--- config.mk ---
export PLATFORM = sky130hd
export DESIGN_NAME = software_timer_bank
export DESIGN_NICKNAME = d
export VERILOG_FILES = /design/src/stb_pkg.sv /design/src/software_timer_bank.sv
export SDC_FILE = /design/constraint.sdc
export NUM_CORES = 1
export LEC_CHECK = 0
export BUFFER_PORTS_ARGS = -buffer_cell sky130_fd_sc_hd__clkbuf_2
export CELL_PAD_IN_SITES_DETAIL_PLACEMENT = 1
export CELL_PAD_IN_SITES_GLOBAL_PLACEMENT = 1
export CORE_MARGIN = 8
export CORE_UTILIZATION = 45
export CTS_BUF_LIST = sky130_fd_sc_hd__clkbuf_4 sky130_fd_sc_hd__clkbuf_8
export DETAILED_ROUTE_END_ITERATION = 12
export PLACE_DENSITY_LB_ADDON = 0.1
export SKIP_LAST_GASP = 1
export SYNTH_ARGS = -nofsm -noshare
export SYNTH_HDL_FRONTEND = slang
export SYNTH_SLANG_ARGS = --single-unit
--- constraint.sdc ---
create_clock -name clk -period 11.5 [get_ports clk]
set_input_delay 0.575 -clock clk [delete_from_list [all_inputs] [get_ports clk]]
set_output_delay 0.575 -clock clk [all_outputs]
set_load 0.1 [all_outputs]
--- src/stb_pkg.sv ---
package stb_pkg;

	localparam int FLAG_W = 10;

	localparam logic [2:0] KIND_TICK    = 3'd0;
	localparam logic [2:0] KIND_SETUP   = 3'd1;
	localparam logic [2:0] KIND_ENABLE  = 3'd2;
	localparam logic [2:0] KIND_DISABLE = 3'd3;
	localparam logic [2:0] KIND_CLEAR   = 3'd4;

	typedef struct packed {
		logic [2:0]  kind;
		logic [3:0]  slot;
		logic [31:0] delay_ms;
		logic        single_run;
	} req_t;

	typedef struct packed {
		logic [FLAG_W-1:0] fired_mask;
		logic [FLAG_W-1:0] ticked_flags;
		logic [FLAG_W-1:0] enabled_flags;
		logic [31:0]       elapsed_ms;
	} rsp_t;

	typedef enum logic [2:0] {
		ST_IDLE,
		ST_EXEC,
		ST_RD,
		ST_WR,
		ST_DONE
	} st_t;

endpackage

--- src/software_timer_bank.sv ---
// channel   valid      stall      payload
// request   req_valid  req_stall  req (stb_pkg::req_t)
// response  rsp_valid  rsp_stall  rsp (stb_pkg::rsp_t)
//
// One request in flight at a time; req_stall is high from acceptance until its
// response is loaded into the output register.
// A tick walks every slot in turn: the counter table has one read and one write port,
// and each slot passes through ST_RD and then ST_WR on the shared decrementer.
// Setup, enable, disable and clear pass through ST_EXEC and then ST_DONE.
// Reset clears all flags, the elapsed count and the sequencer; the tables are not cleared.
// A stalled response holds the sequencer in its final state until rsp_stall falls.
module software_timer_bank #(
	parameter int SLOTS = 10
) (
	input  logic            clk,
	input  logic            arst_n,
	input  logic            req_valid,
	output logic            req_stall,
	input  stb_pkg::req_t   req,
	output logic            rsp_valid,
	input  logic            rsp_stall,
	output stb_pkg::rsp_t   rsp
);

	localparam int IW = (SLOTS > 1) ? $clog2(SLOTS) : 1;
	localparam int PW = (SLOTS > stb_pkg::FLAG_W) ? SLOTS : stb_pkg::FLAG_W;
	localparam logic [5:0] SLOTS_W = 6'(SLOTS);
	localparam logic [IW-1:0] LAST_IDX = IW'(SLOTS - 1);

	stb_pkg::st_t state_q, state_d;
	stb_pkg::req_t req_q;

	logic [31:0] count_mem  [SLOTS];
	logic [31:0] reload_mem [SLOTS];
	logic [31:0] cnt_rd_q, rel_rd_q;

	logic [SLOTS-1:0] present_q, enable_q, ticked_q, oneshot_q, fired_q;
	logic [31:0]      elapsed_q;
	logic [IW-1:0]    idx_q;
	logic             rsp_valid_q;
	stb_pkg::rsp_t    rsp_q;

	logic [4:0]    slot_ext;
	logic [IW-1:0] slot_idx;
	logic          slot_ok;
	logic          accept, out_free;
	logic [31:0]   dec;
	logic          active, hit_zero;
	logic          cnt_we, rel_we;
	logic [IW-1:0] waddr;
	logic [31:0]   cnt_wdata;
	logic [PW-1:0] ticked_pad, enable_pad, fired_pad;

	assign slot_ext = {1'b0, req_q.slot};
	assign slot_idx = slot_ext[IW-1:0];
	assign slot_ok  = {1'b0, slot_ext} < SLOTS_W;
	assign accept   = req_valid && !req_stall;
	assign out_free = !rsp_valid_q || !rsp_stall;

	assign dec      = cnt_rd_q - 32'd1;
	assign active   = present_q[idx_q] && enable_q[idx_q];
	assign hit_zero = (dec == 32'd0);

	assign ticked_pad = PW'(ticked_q);
	assign enable_pad = PW'(enable_q);
	assign fired_pad  = PW'(fired_q);

	always_ff @(posedge clk or negedge arst_n) begin
		if (!arst_n) begin
			state_q <= stb_pkg::ST_IDLE;
		end else begin
			state_q <= state_d;
		end
	end

	always_comb begin
		state_d   = state_q;
		req_stall = 1'b1;
		cnt_we    = 1'b0;
		rel_we    = 1'b0;
		waddr     = idx_q;
		cnt_wdata = hit_zero ? rel_rd_q : dec;
		unique case (state_q)
			stb_pkg::ST_IDLE: begin
				req_stall = 1'b0;
				if (req_valid) begin
					state_d = (req.kind == stb_pkg::KIND_TICK) ? stb_pkg::ST_RD
						: stb_pkg::ST_EXEC;
				end
			end
			stb_pkg::ST_EXEC: begin
				waddr     = slot_idx;
				cnt_wdata = req_q.delay_ms;
				if (slot_ok && req_q.kind == stb_pkg::KIND_SETUP) begin
					cnt_we = 1'b1;
					rel_we = 1'b1;
				end
				state_d = stb_pkg::ST_DONE;
			end
			stb_pkg::ST_RD: begin
				state_d = stb_pkg::ST_WR;
			end
			stb_pkg::ST_WR: begin
				cnt_we  = active;
				state_d = (idx_q == LAST_IDX) ? stb_pkg::ST_DONE : stb_pkg::ST_RD;
			end
			stb_pkg::ST_DONE: begin
				if (out_free) begin
					state_d = stb_pkg::ST_IDLE;
				end
			end
			default: begin
				state_d = stb_pkg::ST_IDLE;
			end
		endcase
	end

	// table ports
	always_ff @(posedge clk) begin
		if (cnt_we) begin
			count_mem[waddr] <= cnt_wdata;
		end
		if (rel_we) begin
			reload_mem[waddr] <= req_q.delay_ms;
		end
		cnt_rd_q <= count_mem[idx_q];
		rel_rd_q <= reload_mem[idx_q];
	end

	always_ff @(posedge clk) begin
		if (accept) begin
			req_q <= req;
		end
	end

	always_ff @(posedge clk or negedge arst_n) begin
		if (!arst_n) begin
			present_q   <= '0;
			enable_q    <= '0;
			ticked_q    <= '0;
			oneshot_q   <= '0;
			fired_q     <= '0;
			elapsed_q   <= '0;
			idx_q       <= '0;
			rsp_valid_q <= 1'b0;
		end else begin
			if (state_q == stb_pkg::ST_DONE && out_free) begin
				rsp_valid_q <= 1'b1;
			end else if (!rsp_stall) begin
				rsp_valid_q <= 1'b0;
			end
			unique case (state_q)
				stb_pkg::ST_IDLE: begin
					if (accept) begin
						fired_q <= '0;
						idx_q   <= '0;
						if (req.kind == stb_pkg::KIND_TICK) begin
							elapsed_q <= elapsed_q + 32'd1;
						end
					end
				end
				stb_pkg::ST_EXEC: begin
					if (slot_ok) begin
						unique case (req_q.kind)
							stb_pkg::KIND_SETUP: begin
								present_q[slot_idx] <= 1'b1;
								enable_q[slot_idx]  <= 1'b0;
								ticked_q[slot_idx]  <= 1'b0;
								oneshot_q[slot_idx] <= req_q.single_run;
							end
							stb_pkg::KIND_ENABLE: begin
								enable_q[slot_idx] <= 1'b1;
								ticked_q[slot_idx] <= 1'b0;
							end
							stb_pkg::KIND_DISABLE: begin
								enable_q[slot_idx] <= 1'b0;
							end
							stb_pkg::KIND_CLEAR: begin
								ticked_q[slot_idx] <= 1'b0;
							end
							default: begin
							end
						endcase
					end
				end
				stb_pkg::ST_RD: begin
				end
				stb_pkg::ST_WR: begin
					if (active && hit_zero) begin
						ticked_q[idx_q] <= 1'b1;
						fired_q[idx_q]  <= 1'b1;
						if (oneshot_q[idx_q]) begin
							enable_q[idx_q] <= 1'b0;
						end
					end
					if (idx_q != LAST_IDX) begin
						idx_q <= idx_q + IW'(1);
					end
				end
				stb_pkg::ST_DONE: begin
				end
				default: begin
				end
			endcase
		end
	end

	always_ff @(posedge clk) begin
		if (state_q == stb_pkg::ST_DONE && out_free) begin
			rsp_q.fired_mask    <= fired_pad[stb_pkg::FLAG_W-1:0];
			rsp_q.ticked_flags  <= ticked_pad[stb_pkg::FLAG_W-1:0];
			rsp_q.enabled_flags <= enable_pad[stb_pkg::FLAG_W-1:0];
			rsp_q.elapsed_ms    <= elapsed_q;
		end
	end

	assign rsp_valid = rsp_valid_q;
	assign rsp       = rsp_q;

endmodule

==> flow_metrics.env <==
export IMPL_yosys_warnings=0
export IMPL_clk_latency_ns=0.78
export IMPL_grt_pass1_vias=20401
export IMPL_combPwrFrac_pct=18.7
export IMPL_final_layout_size_suffix_gt1_share_pct=25.59
export IMPL_intPower_mw=6.164
export IMPL_antenna_found_initial=1
export IMPL_rows=101
export IMPL_hpwlAfterDp_um=49320
export IMPL_port_buffers=107
export IMPL_fin_tns_setup_ns=0
export IMPL_drc_errors=0
export IMPL_finalHoldViolCount=0
export IMPL_start_kind="flip-flop"
export IMPL_overflow=0
export IMPL_cts_buffers=152
export IMPL_pre_cts_slack_ns=6.798
export IMPL_layout_nets=2255
export IMPL_critPathRequiredTime_ns=11.93
export IMPL_maxSlewHeadroom_pct=15.77
export IMPL_dieArea_um2=85730
export IMPL_cp_arrival_ns=5.14
export IMPL_clkPwrFrac_pct=32.8
export IMPL_final_setup_viol_count=0
export IMPL_synthCells=1967
export IMPL_rsz0062_at_grt="no"
export IMPL_fp_coreArea_um2=75950
export IMPL_htreeDepth=4
export IMPL_min_period_ns=4.712
export IMPL_ys_ff_latch=896
export IMPL_final_cell_mix="edfxtp_1 (742), clkbuf_8 (179), mux4_2 (130)"
export IMPL_start_util_pct=45.40
export IMPL_synth_edf_count=742
export IMPL_clockRootBuffer="clkbuf_8"
export IMPL_synthArstFlopShare_pct=10.04
export IMPL_synthFlopType="edfxtp_1"
export IMPL_worst_pin_slew_ns=1.259
export IMPL_clock_sinks=896
export IMPL_syn_nets=2018
export IMPL_dr_pass1_iters=5
export IMPL_area_delta_synth_final_pct=15.82
export IMPL_fin_skew_ns=0.03841
export IMPL_die_width_um=292.8
export IMPL_clockBufferDepth=3
export IMPL_wl_um=84440
export IMPL_cts_tree="yes"
export IMPL_yosysUniqueCellTypes=60
export IMPL_final_common_cell="edfxtp_1"
export IMPL_cp_max_fo=15
export IMPL_grt_max_degree=109
export IMPL_hp_class="in2reg"
export IMPL_vias=18681
export IMPL_drt_iter0_drc=1089
export IMPL_gp_congestion=0.8017
export IMPL_swShare_pct=29.95
export IMPL_viasPerCell=5.566
export IMPL_hold_slack_ns=0.1247
export IMPL_layout_setup_ws_ns=6.788
export IMPL_grt_total_usage_pct=19.79
export IMPL_ys_seq_area_share_pct=74.87
export IMPL_ios=108
export IMPL_seq_power_share_pct=48.5
export IMPL_max_freq_mhz=212.2
export IMPL_leakagePower_nw=13.40
export IMPL_syn_area_per_cell_um2=17.53
export IMPL_synth_area_um2=34480
export IMPL_ant_nets=0
export IMPL_peakVddDrop_mv=0.09564
export IMPL_die_h_um=292.8
export IMPL_grt_pass1_wl_um=127900
export IMPL_routedWlPerCell_um=25.16
export IMPL_crit_type="reg2reg"
export IMPL_worst_setup_path_end_kind="flip-flop"
export IMPL_dpl_cell_area_um2=36360
export IMPL_cap_violations=0
export IMPL_power_density_nw_per_um2=220.4
export IMPL_post_route_util_pct=52.58
export IMPL_outcome="completed"
export IMPL_path_clk_slew_ns=0.06
export IMPL_p_switching_mw=2.635
export IMPL_post_cts_resize_count=0
export IMPL_final_design_area_no_fill_um2=39930
export IMPL_drv_slew=0
export IMPL_min_period_over_period_pct=40.97
==> worst paths after layout <==
kind | from | endpoint | slack (ns) | cells after the start
min reg2reg | fired_pad[5] | rsp[57] | 0.45 | 0
min in group asynchronous | arst_n | elapsed_q[21] | 0.27 | 2
max in group asynchronous | arst_n | idx_q[1] | 9.95 | 3
min | req_valid | state_q[0] | 0.12 | 3
max reg2reg | cnt_rd_q[6] | count_mem[8][21] | 6.79 | 9
max | cnt_rd_q[6] | count_mem[8][21] | 6.79 | 9
==> final cells by class <==
class,instances,area (µm²)
sequential,896,25830
inverter,24,90.09
clock buffer,233,2869
timing repair buffer,185,1241
multi-input combinational,945,8343
clock inverter,42,266.5
tap,1030,1289
antenna,1,2.502
fill,7028,36020
==> what timing repair did <==
item                      in CTS  in global routing
hold buffers                  42                  0
hold endpoints to repair      70                  0
buffers inserted               0                  0
==> cells in the mapped netlist (all sizes together), types with 7 or more instances <==
cell type  number  share of area [%]
a31oi          12               0.22
nor2b          73                1.3
nor3           20               0.29
edfxtp        742                 65
nand2b         15               0.27
nand3          29               0.44
nor4           17               0.35
mux2i          78                2.3
clkbuf         80               0.87
a31o            9               0.23
or2            10               0.18
dfrtp          90                6.5
o21ai          37               0.54
inv            24               0.26
mux2           14               0.46
dfxtp          64                3.7
nand2          66               0.72
buf            22               0.27
xnor2          39               0.99
a211oi         66                1.4
mux4          130                8.5
nand4          13               0.24
nor2           86               0.94
a21oi         125                1.8
ha              7               0.25
xor2           22               0.56
and3           16               0.29
==> critical path, cell delays in order (launching register included) <==
cell and delay (ns):
dfxtp_1 0.34, nor4_1 0.84, nand3_1 0.48, nor4_1 0.40
o2111ai_1 0.19, nor4_4 0.25, and3_1 0.69, buf_4 0.39
a21oi_1 0.11, o21ai_0 0.70
==> sequential cells by signal, summed over array words and instances (netlist names), 32 cells and up, named ones only <==
name,cells
elapsed_q,32
rel_rd_q,32
count_mem,320
cnt_rd_q,32
rsp,62
req_q,36
reload_mem,320
==> power by group through the flow <==
| stage | Sequential (mW) | Combinational (mW) | Clock, mW |
|---|---|---|---|
| 6_report | 4.27 | 1.64 | 2.89 |
| 5_1_grt | 4.30 | 1.77 | 3.10 |
| 4_1_cts | 4.28 | 1.68 | 2.97 |
| 3_5_place_dp | 4.34 | 1.66 | 0 |
| 3_3_place_gp | 4.33 | 1.63 | 0 |
| 2_1_floorplan | 4.49 | 0.936 | 0 |
==> routing by layer <==
metal	part of all wire (%)	track usage (%)	vias up	wire, µm
li1	-	-	8235	-
met1	42	24.51	9922	35600
met2	52	34.72	397	43500
met3	3.9	3.967	127	3262
met4	2.5	6.515	0	2069
met5	0	0	-	0
==> kinds of logic after synthesis <==
group                      share of synthesized area (%)
and+or+nand+nor                                    5.705
xor gates and xnor gates                           1.550
buffers and inverters                              1.404
muxes                                              11.21
DFF                                                74.87
AOI/OAI and AO/OA                                  5.001
adders and majority gates                         0.2540
==> per-stage QoR <==
step           power (mW)  std cells
2_1_floorplan       5.423       1967
3_3_place_gp        5.956       3037
3_5_place_dp        6.005       3037
4_1_cts             8.932       3354
5_1_grt             9.172       3356
6_report            8.800       3356
Note: power is estimated with default switching activity, not from simulation.
